### src/sv/lpfe_pkg.sv
// Types and constants of the length-prefixed field extractor.
`default_nettype none
package lpfe_pkg;

  localparam int BYTE_W  = 8;
  localparam int VALUE_W = 32;
  localparam int KIND_W  = 3;

  typedef enum logic [4:0] {
    PH_HEADER  = 5'b00001,
    PH_LENGTH  = 5'b00010,
    PH_SKIP    = 5'b00100,
    PH_PAYLOAD = 5'b01000,
    PH_DISCARD = 5'b10000
  } phase_t;

  typedef enum logic [KIND_W-1:0] {
    KIND_BYTE   = 3'd0,
    KIND_LAST   = 3'd1,
    KIND_EMPTY  = 3'd2,
    KIND_ABSENT = 3'd3,
    KIND_ERROR  = 3'd4
  } kind_t;

  typedef struct packed {
    kind_t              kind;
    logic [BYTE_W-1:0]  payload;
    logic [VALUE_W-1:0] value;
  } result_t;

  // Int value collects the first three payload bytes, and a fourth only for length four.
  localparam logic [BYTE_W-1:0] VALUE_BYTES   = 8'd3;
  localparam logic [BYTE_W-1:0] FULL_WORD_LEN = 8'd4;

endpackage
`default_nettype wire

### src/sv/lpfe_parser.sv
// Front end: accepts message bytes, tracks the field walk and classifies results.
`default_nettype none
module lpfe_parser (
  input  wire logic                           clk,
  input  wire logic                           rst_n,
  input  wire logic                           cfg_wr_en,
  input  wire logic [lpfe_pkg::BYTE_W-1:0]    cfg_wr_data,
  input  wire logic                           byte_accept,
  input  wire logic [lpfe_pkg::BYTE_W-1:0]    data_byte,
  input  wire logic [lpfe_pkg::BYTE_W-1:0]    buffer_length,
  output logic                                res_valid,
  output lpfe_pkg::result_t                   res
);
  import lpfe_pkg::*;

  logic [BYTE_W-1:0]  field_skip_r;
  logic [BYTE_W-1:0]  pos_r, pos_nxt;
  logic [BYTE_W-1:0]  decl_r, decl_nxt;
  logic [BYTE_W-1:0]  skip_r, skip_nxt;
  logic [BYTE_W-1:0]  left_r, left_nxt;
  logic [BYTE_W-1:0]  sel_r, sel_nxt;
  phase_t             phase_r, phase_nxt;
  logic [VALUE_W-1:0] acc_r, acc_nxt;

  logic [BYTE_W-1:0]  blen;
  logic [BYTE_W:0]    pos_plus_b;
  logic [BYTE_W:0]    pos_plus_1;
  logic [BYTE_W-1:0]  left_dec;
  logic [BYTE_W-1:0]  idx;
  logic [VALUE_W-1:0] acc_upd;

  always_comb begin
    blen       = (buffer_length == '0) ? BYTE_W'(1) : buffer_length;
    pos_plus_b = {1'b0, pos_r} + {1'b0, data_byte};
    pos_plus_1 = {1'b0, pos_r} + (BYTE_W+1)'(1);
    left_dec   = (left_r != '0) ? left_r - BYTE_W'(1) : '0;
    idx        = sel_r - left_r;
    if (idx < VALUE_BYTES || (idx == VALUE_BYTES && sel_r == FULL_WORD_LEN)) begin
      acc_upd = {acc_r[VALUE_W-BYTE_W-1:0], data_byte};
    end else begin
      acc_upd = acc_r;
    end
  end

  always_comb begin
    pos_nxt   = pos_r;
    decl_nxt  = decl_r;
    skip_nxt  = skip_r;
    left_nxt  = left_r;
    sel_nxt   = sel_r;
    phase_nxt = phase_r;
    acc_nxt   = acc_r;
    res_valid = 1'b0;
    res       = '{kind: KIND_BYTE, payload: '0, value: '0};
    if (byte_accept) begin
      unique case (phase_r)
        PH_HEADER: begin
          decl_nxt = data_byte;
          skip_nxt = field_skip_r;
          if (blen == BYTE_W'(1)) begin
            res_valid = 1'b1;
            res.kind  = KIND_ABSENT;
            phase_nxt = PH_DISCARD;
          end else if (data_byte > blen || data_byte <= BYTE_W'(1)) begin
            res_valid = 1'b1;
            res.kind  = KIND_ERROR;
            phase_nxt = PH_DISCARD;
          end else begin
            phase_nxt = PH_LENGTH;
          end
        end
        PH_LENGTH: begin
          if (pos_plus_b >= {1'b0, decl_r}) begin
            res_valid = 1'b1;
            res.kind  = KIND_ERROR;
            phase_nxt = PH_DISCARD;
          end else if (skip_r != '0) begin
            skip_nxt = skip_r - BYTE_W'(1);
            if (data_byte == '0) begin
              if (pos_plus_1 >= {1'b0, decl_r}) begin
                res_valid = 1'b1;
                res.kind  = KIND_ABSENT;
                phase_nxt = PH_DISCARD;
              end
            end else begin
              left_nxt  = data_byte;
              phase_nxt = PH_SKIP;
            end
          end else if (data_byte == '0) begin
            res_valid = 1'b1;
            res.kind  = KIND_EMPTY;
            phase_nxt = PH_DISCARD;
          end else begin
            sel_nxt   = data_byte;
            left_nxt  = data_byte;
            acc_nxt   = '0;
            phase_nxt = PH_PAYLOAD;
          end
        end
        PH_SKIP: begin
          left_nxt = left_dec;
          if (left_dec == '0) begin
            if (pos_plus_1 >= {1'b0, decl_r}) begin
              res_valid = 1'b1;
              res.kind  = KIND_ABSENT;
              phase_nxt = PH_DISCARD;
            end else begin
              phase_nxt = PH_LENGTH;
            end
          end
        end
        PH_PAYLOAD: begin
          acc_nxt     = acc_upd;
          left_nxt    = left_dec;
          res_valid   = 1'b1;
          res.payload = data_byte;
          if (left_dec == '0) begin
            res.kind  = KIND_LAST;
            res.value = acc_upd;
            phase_nxt = PH_DISCARD;
          end else begin
            res.kind  = KIND_BYTE;
          end
        end
        PH_DISCARD: begin
          phase_nxt = PH_DISCARD;
        end
        default: begin
          phase_nxt = PH_HEADER;
        end
      endcase
      // Message boundary wins over whatever the phase decided.
      if (pos_plus_1 >= {1'b0, blen}) begin
        pos_nxt   = '0;
        phase_nxt = PH_HEADER;
      end else begin
        pos_nxt   = pos_plus_1[BYTE_W-1:0];
      end
    end
  end

  always_ff @(posedge clk) begin
    if (!rst_n) begin
      field_skip_r <= '0;
      pos_r        <= '0;
      decl_r       <= '0;
      skip_r       <= '0;
      left_r       <= '0;
      sel_r        <= '0;
      phase_r      <= PH_HEADER;
      acc_r        <= '0;
    end else begin
      if (cfg_wr_en) begin
        field_skip_r <= cfg_wr_data;
      end
      pos_r   <= pos_nxt;
      decl_r  <= decl_nxt;
      skip_r  <= skip_nxt;
      left_r  <= left_nxt;
      sel_r   <= sel_nxt;
      phase_r <= phase_nxt;
      acc_r   <= acc_nxt;
    end
  end

endmodule
`default_nettype wire

### src/sv/lpfe_queue.sv
// Result queue between the parser and the output channel.
`default_nettype none
module lpfe_queue #(
  parameter int DEPTH = 4
) (
  input  wire logic              clk,
  input  wire logic              rst_n,
  input  wire logic              push,
  input  wire lpfe_pkg::result_t push_data,
  output logic                   full,
  output logic                   pop_valid,
  input  wire logic              pop_ready,
  output lpfe_pkg::result_t      pop_data
);
  import lpfe_pkg::*;

  localparam int PTR_W = (DEPTH > 1) ? $clog2(DEPTH) : 1;
  localparam int CNT_W = $clog2(DEPTH + 1);

  result_t          slots_r [DEPTH];
  logic [PTR_W-1:0] wr_ptr_r, wr_ptr_nxt;
  logic [PTR_W-1:0] rd_ptr_r, rd_ptr_nxt;
  logic [CNT_W-1:0] count_r, count_nxt;
  logic             do_push;
  logic             do_pop;

  always_comb begin
    full      = (count_r == CNT_W'(DEPTH));
    pop_valid = (count_r != '0);
    pop_data  = slots_r[rd_ptr_r];
    do_push   = push && !full;
    do_pop    = pop_valid && pop_ready;
    wr_ptr_nxt = wr_ptr_r;
    rd_ptr_nxt = rd_ptr_r;
    if (do_push) begin
      wr_ptr_nxt = (wr_ptr_r == PTR_W'(DEPTH - 1)) ? '0 : wr_ptr_r + PTR_W'(1);
    end
    if (do_pop) begin
      rd_ptr_nxt = (rd_ptr_r == PTR_W'(DEPTH - 1)) ? '0 : rd_ptr_r + PTR_W'(1);
    end
    count_nxt = count_r + CNT_W'(do_push) - CNT_W'(do_pop);
  end

  always_ff @(posedge clk) begin
    if (do_push) begin
      slots_r[wr_ptr_r] <= push_data;
    end
  end

  always_ff @(posedge clk) begin
    if (!rst_n) begin
      wr_ptr_r <= '0;
      rd_ptr_r <= '0;
      count_r  <= '0;
    end else begin
      wr_ptr_r <= wr_ptr_nxt;
      rd_ptr_r <= rd_ptr_nxt;
      count_r  <= count_nxt;
    end
  end

endmodule
`default_nettype wire

### src/sv/length_prefixed_field_extractor_top.sv
// Top level of the length-prefixed field extractor: parser, result queue, stream ports.
// Results: a result is pushed into the result queue when its byte is accepted and is registered there before output.
// Throughput: one byte per cycle; the parser decides each byte combinationally and
//   in_tready drops only while the QUEUE_DEPTH-entry result queue is full.
// Reset: synchronous, active low; clears the parse state, field_skip and the queue.
`default_nettype none
module length_prefixed_field_extractor_top #(
  parameter int QUEUE_DEPTH = 4
) (
  input  wire logic        clk,
  input  wire logic        rst_n,
  input  wire logic        cfg_wr_en,
  input  wire logic [7:0]  cfg_wr_data,   // field_skip
  input  wire logic        in_tvalid,
  output logic             in_tready,
  input  wire logic [15:0] in_tdata,      // data_byte[7:0], buffer_length[15:8]
  output logic             out_tvalid,
  input  wire logic        out_tready,
  output logic [39:0]      out_tdata,     // payload_byte[7:0], int_value[39:8]
  output logic [2:0]       out_tuser      // kind[2:0]
);
  import lpfe_pkg::*;

  logic    queue_full;
  logic    byte_accept;
  logic    res_valid;
  result_t res;
  result_t head;

  assign in_tready   = !queue_full;
  assign byte_accept = in_tvalid && in_tready;

  lpfe_parser u_parser (
    .clk           (clk),
    .rst_n         (rst_n),
    .cfg_wr_en     (cfg_wr_en),
    .cfg_wr_data   (cfg_wr_data),
    .byte_accept   (byte_accept),
    .data_byte     (in_tdata[7:0]),
    .buffer_length (in_tdata[15:8]),
    .res_valid     (res_valid),
    .res           (res)
  );

  lpfe_queue #(
    .DEPTH (QUEUE_DEPTH)
  ) u_queue (
    .clk       (clk),
    .rst_n     (rst_n),
    .push      (res_valid),
    .push_data (res),
    .full      (queue_full),
    .pop_valid (out_tvalid),
    .pop_ready (out_tready),
    .pop_data  (head)
  );

  assign out_tdata = {head.value, head.payload};
  assign out_tuser = head.kind;

endmodule
`default_nettype wire

### config.mk
export PLATFORM = sky130hd
export DESIGN_NAME = length_prefixed_field_extractor_top
export DESIGN_NICKNAME = d
export VERILOG_FILES = /design/src/sv/lpfe_pkg.sv /design/src/sv/lpfe_parser.sv /design/src/sv/lpfe_queue.sv /design/src/sv/length_prefixed_field_extractor_top.sv
export SDC_FILE = /design/constraint.sdc
export NUM_CORES = 1
export LEC_CHECK = 0
export ABC_AREA = 1
export BUFFER_PORTS_ARGS = -buffer_cell sky130_fd_sc_hd__buf_4
export CAP_MARGIN = 20
export CORE_MARGIN = 3
export CORE_UTILIZATION = 45
export DETAILED_ROUTE_END_ITERATION = 12
export GPL_TIMING_DRIVEN = 0
export HOLD_SLACK_MARGIN = 0.03
export PLACE_DENSITY = 0.7
export SLEW_MARGIN = 20
export SYNTH_ARGS = -nofsm -noshare
export SYNTH_HDL_FRONTEND = slang
export SYNTH_HIERARCHICAL = 1
export SYNTH_SLANG_ARGS = --single-unit
export TNS_END_PERCENT = 1
### constraint.sdc
create_clock -name clk -period 6.9 [get_ports clk]
set_input_delay 0.69 -clock clk [delete_from_list [all_inputs] [get_ports clk]]
set_output_delay 0.69 -clock clk [all_outputs]
set_load 0.05 [all_outputs]
==> results.md, run 1 <==
- Status: complete, no violations
- Site Rows: 61
- Top cells by area, synth: edfxtp_1 39%, dfxtp_1 14%, nand2_1 7.1%
- Clock transition at path regs: 0.06 ns
- Fin. max-slew vios: 0
- Die span in x: 177 um
- Grt ovf: 0
- Vias in the first global route: 9,889
- Lkg Pwr: 6.54 nW
- Worst-skew pair later-pin latency: 0.53 ns
- Syn. warnings: 6
- Post-route ant nets: 0
- Syn Nets: 1,576
- ANT cells: 0
- Core Util, Final: 0.541
- Endpoints failing setup: 0
- CTS tree: yes
- Post-synth cell types: 45
- WS Path Type: reg -> reg
- Die Y-Extent: 177 um
- CP Launch Type: flop
- Post-synth ARST share: 0
- Peak supply drop: 0.197 mV
- First-pass DRT Iterations: 6
- Post-CTS Hold Buffers: 0
- Via/cell ratio: 5.27
- Core footprint: 0.0283 sq mm
- Post-route minimum period: 4.76 ns
- Worst Setup End Kind: flop
- PortBufs: 73
- Num Clock Sinks: 266
- Ports: 74
- DP HPWL: 23,500 um
- Clk root buf: clkbuf_16
- Layout area overhead: 16.5%
- Final period utilization: 0.689
- CTS HTree Levels: 1
- Max clock buf depth: 3
- Synthesized area: 0.0132 sq mm
- Post-synth top area cell: edfxtp_1
- Overall routing resource usage: 0.200
- Drt drc: 0
- Largest net degree at the start of global routing: 22
- Overall power: 6.02 mW
- Cell count after synthesis: 1,487
- Post-CTS setup buffer count: 0
- Seq/Total Area, Yosys: 0.536
- Layout cells sized above 1: 0.119
- DR vias: 10,500
- RSZ-0062 raised after global routing: false
- Max_slew headroom: 0.543
- Max Fanout on Critical Path: 7
- Req. time, crit path: 7.33 ns
- Post-synth EDFFs: 172
- PD cells: 393 mW/mm^2
- Setup TNS: 0 ns
- DIE AREA: 0.0313 sq mm
- Hold Crit Class: in -> reg
- Routability cong.: 0.887
- Slew @ Worst Pin: 0.685 ns
- Synth Register Bits: 266
- Fillers: 2,538
- Max Cap Viol: 0
- Synth top area share: 0.393
- Cell mode on critical path: nand2_1
- Hold Violations, Final: 0
- Worst EP arrival: 5.18 ns
- Peak Freq: 210 MHz
- Avg WL per Cell: 16.0 um
- Top FF cell, synth: edfxtp_1
- Area of the multi-input gates: 0.00517 sq mm
- Drt total wl: 31,900 um
- Num CTS Buffers: 27
- First-pass GRT wire length: 50,500 um
- Initial antenna violation count: 0
- Avg Cell Area, Syn: 8.84 sq um
- Most numerous cell in the Yosys netlist: nand2_1
- CP peak stage delay: 0.41 ns
- Final #Nets: 1,686
- Slowest cell on the critical path: dfxtp_1
- Initial DRC count: 903
- Initial Util: 0.464
- Clock Skews: 0.0171 ns
- Register area: 0.00705 sq mm
- Post_cts resized: 0
- Commonest cells post-synth: 248 x nand2_1, 221 x nor2_1, 172 x edfxtp_1, 157 x inv_1, 135 x o21ai_0
-- worst paths after layout --
| path | cells past startpoint | slack, ns | end | startpoint |
|---|---|---|---|---|
| setup / recovery | 27 | 2.14 | u_queue/count_r[2] | u_parser/pos_r[2] |
| hold / removal | 3 | 0.38 | u_parser/field_skip_r[0] | cfg_wr_data[0] |
| setup reg to reg | 27 | 2.14 | u_queue/count_r[2] | u_parser/pos_r[2] |
| hold reg to reg | 2 | 0.46 | u_parser/field_skip_r[2] | u_parser/field_skip_r[2] |
-- placed cells by master (no fill, tap or decap), drive strengths merged, types with 2 or more instances in the layout --
cell type  Yosys  final
buf           38    119
dfxtp         94     94
nand3b         3      3
edfxtp       172    172
a31oi          2      2
bufinv         0      3
clkbuf        23     57
o21bai         3      3
a21o           5      5
nor3           5      5
or2            4      4
nor4           2      2
o22ai         44     44
xor2          12     12
nor2         228    228
nand4         16     16
o211ai         2      2
o21a           2      2
inv          162    163
ha            57     57
xnor2          5      5
a21boi         2      2
clkinv         3     12
clkinvlp       0      2
nand2        251    251
fa             3      3
a21oi        101    101
nand3         98     98
o21ai        145    145
-- flip-flops by register name (all words and copies together) (netlist names), named ones only --
name	cells
u_queue/rd_ptr_r	2
u_parser/phase_r	5
u_parser/acc_r	32
u_parser/sel_r	8
u_parser/decl_r	8
u_queue/slots_r	172
u_parser/skip_r	8
u_parser/pos_r	8
u_parser/left_r	8
u_queue/wr_ptr_r	2
u_parser/field_skip_r	8
u_queue/count_r	3
-- kinds of logic after synthesis --
group | after synthesis | synth area share
compound gates | 310 | 0.127
fa+ha+maj | 60 | 0.0588
xor+xnor | 17 | 0.0113
simple gates | 608 | 0.194
buf+inv | 226 | 0.0731
flops | 266 | 0.536
-- metal layers --
metal,global-route usage,up-vias,share of wire
met4,0.0638,0,0.026
met2,0.344,279,0.48
met1,0.264,4925,0.44
li1,-,5249,-
met5,0,-,0
met3,0.0249,54,0.049
-- report_power, final --
part | internal, mW | leakage (nW) | total, mW | switching (mW)
Clock | 0.875 | 0.444 | 1.47 | 0.592
Combinational | 0.798 | 3.43 | 2.71 | 1.91
Sequential | 1.77 | 2.67 | 1.84 | 0.0720
Total | 3.45 | 6.54 | 6.02 | 2.57
-- critical path, delay by kind of cell, from the launching register on --
family / cells / cell delay (ns)
AND/OR/NAND/NOR: 12 / 1.45
XOR/XNOR: 1 / 0.14
AO/OA/AOI/OAI: 7 / 1.10
flip-flops: 1 / 0.41
adder cells (fa/ha/maj): 5 / 1.45
buffers and inverters: 2 / 0.11
-- cell type report --
class	instances	area share
flip-flops and latches	266	0.460
multi-input cells	995	0.338
repair buffers	81	0.0501
clock buffers	34	0.0485
inverters	165	0.0404
well taps	378	0.0309
plain buffers	61	0.0223
clock inverters	15	0.0105
-- through the flow --
step / hold slack [ns] / setup slack (ns) / cell area [sq um] / instances
floorplan: 0.429 / 1.58 / 13200 / 1487
global route: 0.373 / 1.76 / 15300 / 1995
CTS: 0.357 / 2.20 / 15300 / 1995
detailed placement: 0.450 / 1.72 / 14400 / 1946
finish: 0.377 / 2.14 / 15300 / 1995
global placement: 0.448 / -0.457 / 14200 / 1938
No activity file was read; power rests on OpenSTA's default activity.
==> inputs of run 2 (changes only) <==
--- a/config.mk
+++ b/config.mk
@@ -13,7 +13,7 @@
 export DETAILED_ROUTE_END_ITERATION = 12
 export GPL_TIMING_DRIVEN = 0
 export HOLD_SLACK_MARGIN = 0.03
-export PLACE_DENSITY = 0.7
+export PLACE_DENSITY = 0.72
 export SLEW_MARGIN = 20
 export SYNTH_ARGS = -nofsm -noshare
 export SYNTH_HDL_FRONTEND = slang
==> constraint.sdc (replaced) <==
create_clock -name clk -period 4.3 [get_ports clk]
set_input_delay 0.43 -clock clk [delete_from_list [all_inputs] [get_ports clk]]
set_output_delay 0.43 -clock clk [all_outputs]
set_load 0.05 [all_outputs]
==> run 2 against run 1 <==
  * Setup slack worse by 2.0 ns
  * Global-route usage up 0.54 points
  * Core utilization up 0.18 points
  * Cell count up 0.65%
  * Total power up 60%
  * Wire length up 2.4%
  * Critical path depth unchanged
==> results.md, run 2 (synthesis gave the netlist of run 1 again) <==
- Layout cells sized above 1: 0.138 (+0.0193)
- Peak supply drop: 0.317 mV (+61%)
- DP HPWL: 22,800 um (-2.8%)
- Worst Setup End Kind: flop
- Fin. max-slew vios: 0 (unchanged)
- Initial DRC count: 994 (+10%)
- Avg WL per Cell: 16.3 um (+1.7%)
- Initial Util: 0.464 (unchanged)
- CTS tree: yes
- Core footprint: 0.0283 sq mm (unchanged)
- WS Path Type: reg -> reg
- Lkg Pwr: 6.55 nW (+0.17%)
- Ports: 74 (unchanged)
- Clk root buf: clkbuf_16
- Overall routing resource usage: 0.206 (+0.00543)
- Status: complete, no violations
- PD cells: 625 mW/mm^2 (+59%)
- Vias in the first global route: 10,100 (+2.1%)
- Endpoints failing setup: 0 (unchanged)
- GR Layer Usage met3: 0.0247 (-0.000215)
- Logic pwr share: 0.459 (+0.009)
- Largest net degree at the start of global routing: 24 (+9.1%)
- Initial antenna violation count: 0 (unchanged)
- Max_slew headroom: 0.498 (-0.0450)
- Worst-skew pair later-pin latency: 0.54 ns (about the same)
- CP peak stage delay: 0.51 ns (+0.10 ns)
- DR vias: 10,700 (+1.8%)
- Non-filler cells, final: 2,008 (+0.65%)
- Drt total wl: 32,700 um (+2.4%)
- Req. time, crit path: 4.74 ns (-2.59 ns)
- Peak Freq: 242 MHz (+15%)
- Site Rows: 61 (unchanged)
- CP startpoint: u_parser/pos_r[2]
- Largest register FFs: 172 (unchanged)
- Fillers: 2,506 (-1.3%)
- Slew @ Worst Pin: 0.752 ns (+0.0667 ns)
- Clock transition at path regs: 0.06 ns (about the same)
- Slowest cell on the critical path: fa_2
- Max clock buf depth: 3 (unchanged)
- Max Cap Viol: 0 (unchanged)
- Overall power: 9.62 mW (+60%)
- PortBufs: 73 (unchanged)
- First-pass GRT wire length: 51,900 um (+2.9%)
- Final #Nets: 1,699 (+0.77%)
- Max Fanout on Critical Path: 4 (-3)
- DIE AREA: 0.0313 sq mm (unchanged)
- Reg2reg start: u_parser/pos_r[2]
- Hold Crit Class: in -> reg
- Final period utilization: 0.960 (+0.271)
- Largest registers: u_queue/slots_r: 172 flops, u_parser/acc_r: 32 flops
- Num CTS Buffers: 26 (-3.7%)
- Post-CTS Hold Buffers: 0 (unchanged)
- GRT met2 Usage: 0.358 (+0.0133)
- Post-route ant nets: 0 (unchanged)
- GR Util met1: 0.273 (+0.00952)
- ANT cells: 0 (unchanged)
- Internal power: 5.47 mW (+59%)
- Num Clock Sinks: 266 (unchanged)
- Sequential share of power: 0.307 (about the same)
- Worst reg-to-reg setup slack: 0.17 ns (-1.97 ns)
- Clock network fraction of total power: 0.234 (-0.010)
- Post-route minimum period: 4.13 ns (-0.627 ns)
- First-pass DRT Iterations: 6 (unchanged)
- Via/cell ratio: 5.33 (+1.1%)
- Sw Share: 0.431 (+0.00407)
- Die Y-Extent: 177 um (unchanged)
- CP Launch Type: flop
- Hold Violations, Final: 0 (unchanged)
- Inst Count DP: 1,943 (-0.15%)
- Drt drc: 0 (unchanged)
- Die span in x: 177 um (unchanged)
- Sw Pwr: 4.15 mW (+61%)
- Commonest cells after routing, fill and taps aside: 242 x nand2_1, 216 x nor2_1, 172 x edfxtp_1
- Commonest non-fill, non-tap cell in the layout: nand2_1
- CTS HTree Levels: 1 (unchanged)
- Grt ovf: 0 (unchanged)
- Worst EP arrival: 4.57 ns (-0.61 ns)
- Clock Skews: 0.0166 ns (-0.000493 ns)
- Layout area overhead: 16.9%
- Min-delay src: cfg_wr_data[0]
- Routability cong.: 0.898 (+1.3%)
- Largest Register: u_queue/slots_r
- GR peak layer: met2
[run 2: changes by cell type in the layout (fill, tap and decap cells not counted), sizes merged]
cell	change
buf	+11
bufinv	-2
clkbuf	+5
clkinv	-3
inv	-1
nor2	+3
[run 2: path summary, 6_finish.rpt]
check,endpoint,cells past startpoint
max,u_queue/count_r[1],27
max reg2reg,u_queue/count_r[1],27
min reg2reg,u_parser/field_skip_r[2],2
min,u_parser/field_skip_r[0],3
[run 2: what timing repair did]
action / in CTS / in global routing
setup buffers: 3 / 11
cloned: 3 / 0
pin swaps: 4 / 19
endpoints found under the setup margin: 153 / 122
gates resized for setup: 8 / 17
[run 2: stage by stage]
step,util,hold WS [ns],area (sq um),TNS (ns),setup WS [ns]
global route,0.543,0.115,15400,-0.101,-0.0567
CTS,0.538,0.100,15200,0,0.0121
global placement,0.501,0.451,14200,-252.90,-1.51
detailed placement,0.506,0.456,14300,-68.71,-0.720
finish,0.543,0.115,15400,0,0.172
floorplan,-,0.429,13200,-16.60,-0.0965
[run 2: power by group through the flow]
stage          logic [mW]  clock network [mW]  registers (mW)
6_report             4.41                2.25            2.96
3_5_place_dp         4.27                   0            3.01
4_1_cts              4.32                2.28            2.96
5_1_grt              4.87                2.39            2.97
3_3_place_gp         4.20                   0            3.01
2_1_floorplan        3.13                   0            2.97
[run 2: per-layer routing]
metal	part of all wire	up-vias	wire length [um]
met5	0	-	0
met3	0.055	46	1800
met4	0.019	0	614
li1	-	5277	-
met1	0.43	5032	14100
met2	0.49	339	16100
[run 2: critical path: cells and delay by family (launching register included)]
family / cells / cell delay (ns)
AOI/OAI and AO/OA: 7 / 1.01
xor gates and xnor gates: 1 / 0.09
adders and majority gates: 5 / 1.46
buffers and inverters: 3 / 0.19
DFF: 1 / 0.36
and+or+nand+nor: 11 / 0.93
[run 2: final cells by class]
cell class              count  area (sq um)  share of cell area
plain buffers              61           342              0.0222
clock buffers              39           781              0.0508
clock inverters             9          72.6             0.00472
inverters                 165           619              0.0403
multi-input cells         998          5260               0.342
flip-flops and latches    266          7060               0.459
well taps                 378           473              0.0308
repair buffers             92           772              0.0502
